File: src/hdl/sfd_pkg.sv
// ----------------------------------------------------------------------------
// SLIP frame decoder package
// Shared constants and types for the SLIP deframer.
// ----------------------------------------------------------------------------
package sfd_pkg;

  localparam int unsigned FrameBufferBytes = 8192;
  localparam int unsigned LenW             = 14;
  localparam int unsigned LenMax           = (1 << LenW) - 1;
  localparam logic [LenW-1:0] LimitCap =
    LenW'((FrameBufferBytes > LenMax) ? LenMax : FrameBufferBytes);
  localparam logic [LenW-1:0] MaxLengthReset = 14'd8192;

  localparam logic [7:0] FlagByte = 8'hC0;
  localparam logic [7:0] EscByte  = 8'hDB;
  localparam logic [7:0] EscFlag  = 8'hDC;
  localparam logic [7:0] EscEsc   = 8'hDD;

  // Deframer phase codes. The fourth code behaves as hunting.
  localparam logic [1:0] PhHunt = 2'd0;
  localparam logic [1:0] PhSkip = 2'd1;
  localparam logic [1:0] PhData = 2'd2;

  typedef struct packed {
    logic [1:0]      phase;
    logic            escape_pending;
    logic [LenW-1:0] byte_count;
    logic            dropped_flag;
  } state_t;

  typedef struct packed {
    logic [7:0]      out_byte;
    logic            is_frame_end;
    logic [LenW-1:0] frame_length;
    logic            overflow;
    logic            last_of_run;
  } result_t;

endpackage

File: src/hdl/slip_frame_decoder_unit.sv
// ----------------------------------------------------------------------------
// SLIP frame decoder
// Streaming SLIP deframer: one received byte per beat in, decoded bytes and
// end-of-frame beats out.
// ----------------------------------------------------------------------------
// The block takes one received byte per cycle on the rx channel while ready.
// Each byte is registered, then decoded against the deframer state once the
// result queue has room, and its zero, one or two results enter the four-entry
// queue; the input stays ready as long as the queue holds at most two results,
// so with the output taken every cycle a byte is accepted every cycle, and a
// result passes through the input register and the queue on its way out. An
// escape followed by an ordinary byte or by the closing flag yields two results,
// and only then does the one-result-per-cycle output set the pace.
// End-of-frame beats carry the kept length and an overflow flag for bytes
// dropped beyond max_length (clamped to 1..8192). The user must write
// max_length only while the block is idle; the block does not enforce it.
module slip_frame_decoder_unit (
  input  logic                       clk_i,
  input  logic                       rst_ni,
  input  logic                       cfg_we_i,
  input  logic [sfd_pkg::LenW-1:0]   cfg_wdata_i,
  input  logic                       rx_valid_i,
  output logic                       rx_ready_o,
  input  logic [7:0]                 rx_byte_i,
  output logic                       out_valid_o,
  input  logic                       out_ready_i,
  output logic [7:0]                 out_byte_o,
  output logic                       is_frame_end_o,
  output logic [sfd_pkg::LenW-1:0]   frame_length_o,
  output logic                       overflow_o,
  output logic                       last_of_run_o
);

  logic [sfd_pkg::LenW-1:0] max_length_q;
  logic [sfd_pkg::LenW-1:0] limit;
  logic                     in_valid_q;
  logic [7:0]               in_byte_q;
  sfd_pkg::state_t          state_q, state_d, state_next;
  logic [1:0]               res_count;
  logic [1:0]               push_count;
  sfd_pkg::result_t         res0, res1, head;
  logic                     room;
  logic                     advance;

  always_comb begin
    limit = (max_length_q > sfd_pkg::LimitCap) ? sfd_pkg::LimitCap : max_length_q;
    if (limit == '0) begin
      limit = sfd_pkg::LenW'(1);
    end
  end

  assign advance    = in_valid_q && room;
  assign rx_ready_o = !in_valid_q || room;
  assign state_d    = advance ? state_next : state_q;
  assign push_count = advance ? res_count : 2'd0;

  sfd_decode u_decode (
    .state_i (state_q),
    .byte_i  (in_byte_q),
    .limit_i (limit),
    .state_o (state_next),
    .count_o (res_count),
    .res0_o  (res0),
    .res1_o  (res1)
  );

  sfd_out_fifo u_out_fifo (
    .clk_i        (clk_i),
    .rst_ni       (rst_ni),
    .push_count_i (push_count),
    .push0_i      (res0),
    .push1_i      (res1),
    .room_o       (room),
    .valid_o      (out_valid_o),
    .ready_i      (out_ready_i),
    .data_o       (head)
  );

  assign out_byte_o     = head.out_byte;
  assign is_frame_end_o = head.is_frame_end;
  assign frame_length_o = head.frame_length;
  assign overflow_o     = head.overflow;
  assign last_of_run_o  = head.last_of_run;

  always_ff @(posedge clk_i) begin
    if (rx_ready_o) begin
      in_byte_q <= rx_byte_i;
    end
  end

  always_ff @(posedge clk_i or negedge rst_ni) begin
    if (!rst_ni) begin
      max_length_q <= sfd_pkg::MaxLengthReset;
      in_valid_q   <= 1'b0;
      state_q      <= '{phase: sfd_pkg::PhHunt, escape_pending: 1'b0,
                        byte_count: '0, dropped_flag: 1'b0};
    end else begin
      if (cfg_we_i) begin
        max_length_q <= cfg_wdata_i;
      end
      if (rx_ready_o) begin
        in_valid_q <= rx_valid_i;
      end
      state_q <= state_d;
    end
  end

endmodule

File: src/hdl/sfd_decode.sv
// ----------------------------------------------------------------------------
// SLIP frame decoder step logic
// Decodes one received byte against the current deframer state and yields up
// to two results and the next state.
// ----------------------------------------------------------------------------
module sfd_decode (
  input  sfd_pkg::state_t            state_i,
  input  logic [7:0]                 byte_i,
  input  logic [sfd_pkg::LenW-1:0]   limit_i,
  output sfd_pkg::state_t            state_o,
  output logic [1:0]                 count_o,
  output sfd_pkg::result_t           res0_o,
  output sfd_pkg::result_t           res1_o
);

  always_comb begin
    sfd_pkg::state_t  st;
    sfd_pkg::result_t r0;
    sfd_pkg::result_t r1;
    logic [1:0]       n;
    logic             do_keep;
    logic             do_plain;
    logic [7:0]       kb;

    st       = state_i;
    r0       = '0;
    r1       = '0;
    n        = 2'd0;
    do_keep  = 1'b0;
    do_plain = 1'b0;
    kb       = sfd_pkg::EscByte;

    case (st.phase)
      sfd_pkg::PhSkip: begin
        if (byte_i != sfd_pkg::FlagByte) begin
          st.phase          = sfd_pkg::PhData;
          st.escape_pending = 1'b0;
          do_plain          = 1'b1;
        end
      end
      sfd_pkg::PhData: begin
        if (st.escape_pending) begin
          st.escape_pending = 1'b0;
          do_keep           = 1'b1;
          if (byte_i == sfd_pkg::EscFlag) begin
            kb = sfd_pkg::FlagByte;
          end else if (byte_i != sfd_pkg::EscEsc) begin
            // An escape before an ordinary byte passes through; the byte is
            // then handled as fresh payload.
            do_plain = 1'b1;
          end
        end else begin
          do_plain = 1'b1;
        end
      end
      default: begin
        st.phase = sfd_pkg::PhHunt;
        if (byte_i == sfd_pkg::FlagByte) begin
          st.phase          = sfd_pkg::PhSkip;
          st.escape_pending = 1'b0;
          st.byte_count     = '0;
          st.dropped_flag   = 1'b0;
        end
      end
    endcase

    // Escaped byte: only ever the first result of the step.
    if (do_keep) begin
      if (st.byte_count < limit_i) begin
        r0.out_byte   = kb;
        n             = 2'd1;
        st.byte_count = st.byte_count + sfd_pkg::LenW'(1);
      end else begin
        st.dropped_flag = 1'b1;
      end
    end

    if (do_plain) begin
      if (byte_i == sfd_pkg::FlagByte) begin
        if (n == 2'd0) begin
          r0.is_frame_end = 1'b1;
          r0.frame_length = st.byte_count;
          r0.overflow     = st.dropped_flag;
        end else begin
          r1.is_frame_end = 1'b1;
          r1.frame_length = st.byte_count;
          r1.overflow     = st.dropped_flag;
        end
        n                 = n + 2'd1;
        st.phase          = sfd_pkg::PhHunt;
        st.escape_pending = 1'b0;
        st.byte_count     = '0;
        st.dropped_flag   = 1'b0;
      end else if (byte_i == sfd_pkg::EscByte) begin
        st.escape_pending = 1'b1;
      end else if (st.byte_count < limit_i) begin
        if (n == 2'd0) begin
          r0.out_byte = byte_i;
        end else begin
          r1.out_byte = byte_i;
        end
        n             = n + 2'd1;
        st.byte_count = st.byte_count + sfd_pkg::LenW'(1);
      end else begin
        st.dropped_flag = 1'b1;
      end
    end

    if (n == 2'd2) begin
      r1.last_of_run = 1'b1;
    end else if (n == 2'd1) begin
      r0.last_of_run = 1'b1;
    end

    state_o = st;
    count_o = n;
    res0_o  = r0;
    res1_o  = r1;
  end

endmodule

File: src/hdl/sfd_out_fifo.sv
// ----------------------------------------------------------------------------
// SLIP frame decoder result queue
// Four-entry queue that takes up to two results per cycle and hands out one.
// ----------------------------------------------------------------------------
module sfd_out_fifo (
  input  logic             clk_i,
  input  logic             rst_ni,
  input  logic [1:0]       push_count_i,
  input  sfd_pkg::result_t push0_i,
  input  sfd_pkg::result_t push1_i,
  output logic             room_o,
  output logic             valid_o,
  input  logic             ready_i,
  output sfd_pkg::result_t data_o
);

  sfd_pkg::result_t entry_q [4];
  logic [1:0] wr_ptr_q, wr_ptr_d;
  logic [1:0] rd_ptr_q, rd_ptr_d;
  logic [2:0] count_q, count_d;
  logic       pop;
  logic [1:0] wr_next;

  assign valid_o = (count_q != 3'd0);
  assign data_o  = entry_q[rd_ptr_q];
  assign pop     = valid_o && ready_i;
  // Room for a worst-case step, judged from registered fill only.
  assign room_o  = (count_q <= 3'd2);
  assign wr_next = wr_ptr_q + 2'd1;

  always_comb begin
    wr_ptr_d = wr_ptr_q + push_count_i;
    rd_ptr_d = rd_ptr_q + {1'b0, pop};
    count_d  = count_q + {1'b0, push_count_i} - {2'b00, pop};
  end

  always_ff @(posedge clk_i) begin
    if (push_count_i != 2'd0) begin
      entry_q[wr_ptr_q] <= push0_i;
    end
    if (push_count_i == 2'd2) begin
      entry_q[wr_next] <= push1_i;
    end
  end

  always_ff @(posedge clk_i or negedge rst_ni) begin
    if (!rst_ni) begin
      wr_ptr_q <= '0;
      rd_ptr_q <= '0;
      count_q  <= '0;
    end else begin
      wr_ptr_q <= wr_ptr_d;
      rd_ptr_q <= rd_ptr_d;
      count_q  <= count_d;
    end
  end

endmodule

File: config.mk
export PLATFORM = sky130hd
export DESIGN_NAME = slip_frame_decoder_unit
export DESIGN_NICKNAME = d
export VERILOG_FILES = /design/src/hdl/sfd_pkg.sv /design/src/hdl/slip_frame_decoder_unit.sv /design/src/hdl/sfd_decode.sv /design/src/hdl/sfd_out_fifo.sv
export SDC_FILE = /design/constraint.sdc
export NUM_CORES = 1
export LEC_CHECK = 0
export ABC_AREA = 1
export BUFFER_PORTS_ARGS = -buffer_cell sky130_fd_sc_hd__buf_2
export CORE_MARGIN = 2
export CORE_UTILIZATION = 30
export DETAILED_ROUTE_END_ITERATION = 6
export GPL_TIMING_DRIVEN = 0
export PLACE_DENSITY_LB_ADDON = 0.2
export SYNTH_ARGS = -nofsm -noshare
export SYNTH_HDL_FRONTEND = slang
export SYNTH_SLANG_ARGS = --single-unit
File: constraint.sdc
create_clock -name clk_i -period 8.1 [get_ports clk_i]
set_input_delay 1.62 -clock clk_i [delete_from_list [all_inputs] [get_ports clk_i]]
set_output_delay 1.62 -clock clk_i [all_outputs]
set_load 0.02 [all_outputs]
# After elaboration in Yosys (flattened, before gate mapping)
# Memories as Yosys holds them, arrays and structs flattened.
# Cells that the tools add are included.
[totals]
in_bits = 27
word_cells = 99
n_memories = 1
ff_bits = 48
ram_bits = 100
out_inout_bits = 27
[memory_table]
columns = ["memory", "depth", "width", "rd", "rd_clocked_by_memory_dff", "write_ports", "line_no", "rtl"]
rows = [
  ["u_out_fifo.entry_q", 4, 25, 1, 0, 2, "sfd_out_fifo.sv:17", "sfd_pkg::result_t entry_q [4];"],
]
[classes]
eq_ne = 10
n_lt_le_gt_ge = 4
n_addsub = 8
reduce_logical = 9
muxes = 57
[op_table]
columns = ["cell", "n"]
rows = [
  ["8-bit two-way mux", 12],
  ["16-bit two-way mux", 5],
  ["14-bit two-way mux", 4],
  ["24-bit two-way mux", 2],
  ["15-bit two-way mux", 3],
  ["14-bit by 1-bit adder with 14-bit output, second input constant", 2],
  ["14-bit < comparator", 2],
  ["8-bit == test, second input constant", 3],
  ["18-bit two-way mux", 1],
  ["1-bit two-way mux", 17],
  ["17-bit two-way mux", 1],
  ["8-bit != test, second input constant", 2],
  ["14-bit > comparator, second input constant", 1],
  ["14-bit zero test", 1],
  ["2-bit two-way mux", 7],
  ["2-bit == test, second input constant", 3],
  ["5-bit two-way mux", 1],
  ["2-bit by 1-bit adder with 2-bit output, second input constant", 2],
  ["2-bit by 1-bit == test with 1-bit output, second input constant", 2],
  ["1-bit case mux with 2 select lines", 2],
  ["2-bit case mux with 2 select lines", 1],
  ["3-bit by 2-bit adder with 3-bit output", 1],
  ["3-bit by 2-bit less-or-equal comparator with 1-bit output, second input constant", 1],
  ["3-bit two-way mux", 1],
  ["other kinds (10)", 11],
]

# Depth between registers and ports, before layout
[logic_depth]
word_depth = 16
depth_mapped = 42
mapped_depth_nobuf = 40

# Cells and area by module
# From an unflattened synthesis, not the netlist that was laid out.
[unflattened]
hier_cells = 1143
area_unflattened_um2 = 9595.5
[modules_own_cells]
columns = ["mod", "cells_each", "area_per_inst_um2", "seq_area_each_um2", "n_inst"]
rows = [
  ["sfd_out_fifo", 570, 5665.4, 3178.0, 1],
  ["sfd_decode", 427, 2240.9, 0.0, 1],
  ["slip_frame_decoder_unit", 146, 1689.1, 1067.3, 1],
]

# Least setup slack after synthesis
# Ideal clock, no wire load.
[synth_timing]
path_kind = "register to register"
from = "reg state_q[16] in the netlist's numbering"
to = "mem u_out_fifo.entry_q[0][0] in the netlist's numbering (enable)"
setup_time_ps = 442
period_less_slack_ps = 7003
required_time_ps = 7658
stages_incl_launch_ff = 28
slack_ps = 1097
n_path_buf = 2
arrival_ps = 6561
path_cell_list = "dfrtp_1 -> inv_1 -> ha_1 -> inv_1 -> nor2_4 -> buf_2 -> nor2_1 -> ha_1 -> a21oi_1 -> nor2_1 -> a211oi_1 -> o221a_2 -> buf_1 -> nand2_2 -> mux2_2 -> nand2_1 -> o21ai_1 -> inv_1 -> ha_1 -> nand4_1 -> o221a_2 -> nand2_2 -> inv_2 -> ha_1 -> o22ai_1 -> nor3_1 -> nor2_1 -> o21ai_0"
[synth_lines]
columns = ["item", "line_no", "rtl"]
rows = [
  ["start, declared", "slip_frame_decoder_unit.sv:38", "sfd_pkg::state_t state_q, state_d, state_next;"],
  ["start signal, assigned", "slip_frame_decoder_unit.sv:95", "state_q <= '{phase: sfd_pkg::PhHunt, escape_pending: 1'b0,"],
  ["start signal, assigned", "slip_frame_decoder_unit.sv:104", "state_q <= state_d;"],
  ["end, declared", "sfd_out_fifo.sv:17", ""],
]

==> results.txt <==
Result of the run: finished clean
Leftover overflow at the end of global routing: 0
Worst-path clk slew: 0.07 ns
Layout cell share with drive strength beyond 1: 0.1527
Commonest register cell after synthesis: sky130_fd_sc_hd__edfxtp_1
Count of state elements after synthesis: 148
Syn Std Cell Area: 8636 sq um
Post-synthesis net count: 1064
Global-route wire length before repair: 39.85 mm
TritonCTS clock tree: done
Cell repeated most along the worst path: sky130_fd_sc_hd__ha_1
Type of the worst setup path: register to register
Maximum fanout along the worst path: 17
Yosys synthesis warning count: 0
Number of global-route vias before repair: 6964
CTS H-tree lvls: 4
Async set or reset register ratio after synthesis: 0.2703
Number of nets still failing antenna checks after routing: 0
Cell variety after synth: 44
Hold crit path type: register to register
Die Span X: 173.7 microns
Effective utilization at floorplan: 0.3025
Arr. time, crit path: 7.36 ns
Number of pins with negative max-slew slack in the final report: 0
CP startpoint kind: register
Unrepaired setup endpoints after global routing: no
Library cell with the largest summed area after synthesis: sky130_fd_sc_hd__edfxtp_1
Sequential fraction of the synthesis area: 0.4916
Count of clock tree sinks: 148
Filler Cell Count: 3046
Worst path max stage delay: 0.50 ns
Area share of the leading cell type in the synthesized netlist: 0.3755
Site Rows: 62
Power per cell area: 243.0 nW/um^2
Final number of setup-violating endpoints: 0
Detail-routed net length per standard cell: 17.46 microns
Final period utilization: 0.8920
Detailed Place HPWL: 18.81 mm
Ports: 54
Sum of routed wire length over all layers: 25.68 mm
Worst hold-check slack: 0.4823 ns
Relative area change from synthesis to final layout: 16.85%
Final design area excluding fillers: 10090 sq um
Clock buffer count from CTS: 17
Hold bufs inserted after CTS: 0
Worst slack after detailed placement: 0.5355 ns
Final setup skew: 0.01282 ns
Vias per Instance: 4.873
Hold Violations, Final: 0
Total of max-cap violations: 0
Gr usage total: 0.1736
Worst slew slack as a fraction of its limit: 0.3240
Detailed-routing iteration count for the pre-antenna-repair pass: 7
Core box area: 28550 sq um
Clock tree root buffer cell: sky130_fd_sc_hd__clkbuf_16
Average cell area after synthesis: 8.636 sq um
DRC: 0
GP Congestion: 0.8671
Standby leakage power: 4.119 nW
Capturing element type of the critical path: register
Detailed router's first-iteration violation count: 535
Number of antenna violations at the first check in global routing: 0
Number of flops mapped to enable cells by yosys: 108
Cells taking the most area after synthesis: sky130_fd_sc_hd__edfxtp_1 38%, sky130_fd_sc_hd__dfrtp_1 11%, sky130_fd_sc_hd__nand2_1 8.7%
VDD IR-drop max: 0.1010 mV
Insertion delay of the later-clocked pin in the worst-skew pair: 0.44 ns
Post-Place Cell Area: 9532 sq um
Fmax: 138.4 MHz
Hold path depth: 2
Slowest-stage cell, CP: sky130_fd_sc_hd__nor3_1
Number of vias after detailed routing: 7168
Final Critical Period: 7.225 ns
Die area: 30160 sq um
Transition at the pin with the smallest max-transition slack: 1.014 ns
Total inserted antenna cells: 0
Post-CTS Repair Setup Buffers: 0
Worst R2R Path Depth: 27
Maximum number of pins on one net before global-route repair: 41
Worst EP required: 8.23 ns
Die height: 173.7 microns
Count of mapped cells out of synthesis: 1000
Max Buffers Root-to-Sink: 2
IO buf count: 52
Smallest setup slack after layout: 0.8750 ns
Number of nets in the final layout: 1138
==> state kept, by name, indices dropped and copies added, names as in the netlist <==
| register | flops |
|---|---|
| max_length_q | 14 |
| state_q | 18 |
| in_byte_q | 8 |
| in_valid_q | 1 |
| u_out_fifo.wr_ptr_q | 2 |
| u_out_fifo.rd_ptr_q | 2 |
| u_out_fifo.entry_q | 100 |
| u_out_fifo.count_q | 3 |
==> cells by family (layout without fill, tap and decap cells) <==
kind of cell,Yosys count,in the layout,share of synthesized area
fa+ha+maj,37,37,0.05448
compound gates,237,237,0.1500
mux,10,10,0.01304
buf+inv,140,227,0.06389
flops,148,148,0.4916
simple gates,413,413,0.2101
xor+xnor,15,15,0.01695
==> cell usage in the layout (no fill, tap or decap), drive strengths merged <==
cell type,n
a211oi,4
a21boi,2
a21oi,29
a31oi,1
and2,1
buf,67
clkbuf,43
clkinv,5
clkinvlp,1
dfrtp,39
dfstp,1
edfxtp,108
fa,1
ha,36
inv,111
mux2,10
nand2,211
nand3,45
nand4,12
nor2,127
nor3,16
nor4,1
o211ai,1
o21a,2
o21ai,158
o21bai,4
o221a,2
o22ai,32
o41ai,2
xnor2,1
xor2,14
==> report_power, final <==
part / internal (W) / switching (W)
clock: 0.000407 / 0.000370
combinational: 0.000226 / 0.000558
sequential: 0.000855 / 0.0000357
total: 0.00149 / 0.000964
==> cell type report <==
class | count | area [sq um] | area share
multi-input combinational | 712 | 3884 | 0.3849
inverter | 103 | 386.6 | 0.03831
buffer | 36 | 161.4 | 0.01600
timing repair buffer | 56 | 370.4 | 0.03670
sequential | 148 | 4245 | 0.4207
clock buffer | 18 | 429.2 | 0.04253
tap | 384 | 480.5 | 0.04761
clock inverter | 14 | 133.9 | 0.01327
==> stage by stage <==
| stage | utilization | std cells | setup TNS [ns] | total power [W] |
|---|---|---|---|---|
| 6_report | 0.3535 | 1471 | 0 | 0.002452 |
| 5_1_grt | 0.3535 | 1471 | 0 | 0.002577 |
| 4_1_cts | 0.3536 | 1472 | 0 | 0.002479 |
| 3_5_place_dp | 0.3339 | 1440 | 0 | 0.001705 |
| 3_3_place_gp | 0.3285 | 1436 | -200.84 | 0.001696 |
| 2_1_floorplan | - | 1000 | 0 | 0.001399 |
==> final timing paths <==
| kind | start | end | slack [ns] |
|---|---|---|---|
| worst min-delay path | state_q[13] | state_q[13] | 0.48 |
| worst min register to register | state_q[13] | state_q[13] | 0.48 |
| min in group asynchronous | rst_ni | max_length_q[12] | 1.36 |
| max in group asynchronous | rst_ni | u_out_fifo.rd_ptr_q[0] | 6.10 |
| worst max-delay path | state_q[16] | u_out_fifo.entry_q[3][8] | 0.88 |
| worst max register to register | state_q[16] | u_out_fifo.entry_q[3][8] | 0.88 |
==> critical path: cells and delay by family, from the launching register on <==
family	cells	cell delay (ns)
buffers and inverters	6	1.00
multiplexers	1	0.26
AND/OR/NAND/NOR	9	1.96
adder cells (fa/ha/maj)	4	1.27
flip-flops	1	0.38
AO/OA/AOI/OAI	7	2.05
==> timing repair <==
action	4_1_cts	5_1_grt
endpoints found under the hold margin	0	0
setup endpoints to repair	0	48
resized for setup	0	0
==> layer usage <==
layer | GRT usage | routed length (microns)
met1 | 0.2361 | 11970
met4 | 0.04447 | 217
met2 | 0.2855 | 12210
met5 | 0 | 0
met3 | 0.03268 | 1284
==> cell usage after synthesis (2+ instances only) <==
cell type / instances
sky130_fd_sc_hd__a211oi_1: 4
sky130_fd_sc_hd__a21boi_0: 2
sky130_fd_sc_hd__a21oi_1: 27
sky130_fd_sc_hd__a21oi_2: 2
sky130_fd_sc_hd__buf_2: 9
sky130_fd_sc_hd__buf_6: 2
sky130_fd_sc_hd__clkbuf_1: 25
sky130_fd_sc_hd__dfrtp_1: 39
sky130_fd_sc_hd__edfxtp_1: 108
sky130_fd_sc_hd__ha_1: 36
sky130_fd_sc_hd__inv_1: 90
sky130_fd_sc_hd__inv_2: 13
sky130_fd_sc_hd__mux2_2: 10
sky130_fd_sc_hd__nand2_1: 201
sky130_fd_sc_hd__nand2_2: 9
sky130_fd_sc_hd__nand3_1: 43
sky130_fd_sc_hd__nand4_1: 12
sky130_fd_sc_hd__nor2_1: 111
sky130_fd_sc_hd__nor2_2: 7
sky130_fd_sc_hd__nor2_4: 9
sky130_fd_sc_hd__nor3_1: 12
sky130_fd_sc_hd__nor3_2: 4
sky130_fd_sc_hd__o21a_1: 2
sky130_fd_sc_hd__o21ai_0: 137
sky130_fd_sc_hd__o21ai_1: 20
sky130_fd_sc_hd__o21bai_1: 3
sky130_fd_sc_hd__o221a_2: 2
sky130_fd_sc_hd__o22ai_1: 32
sky130_fd_sc_hd__o41ai_1: 2
sky130_fd_sc_hd__xor2_1: 12
sky130_fd_sc_hd__xor2_2: 2
No activity file was read; power rests on OpenSTA's default activity.
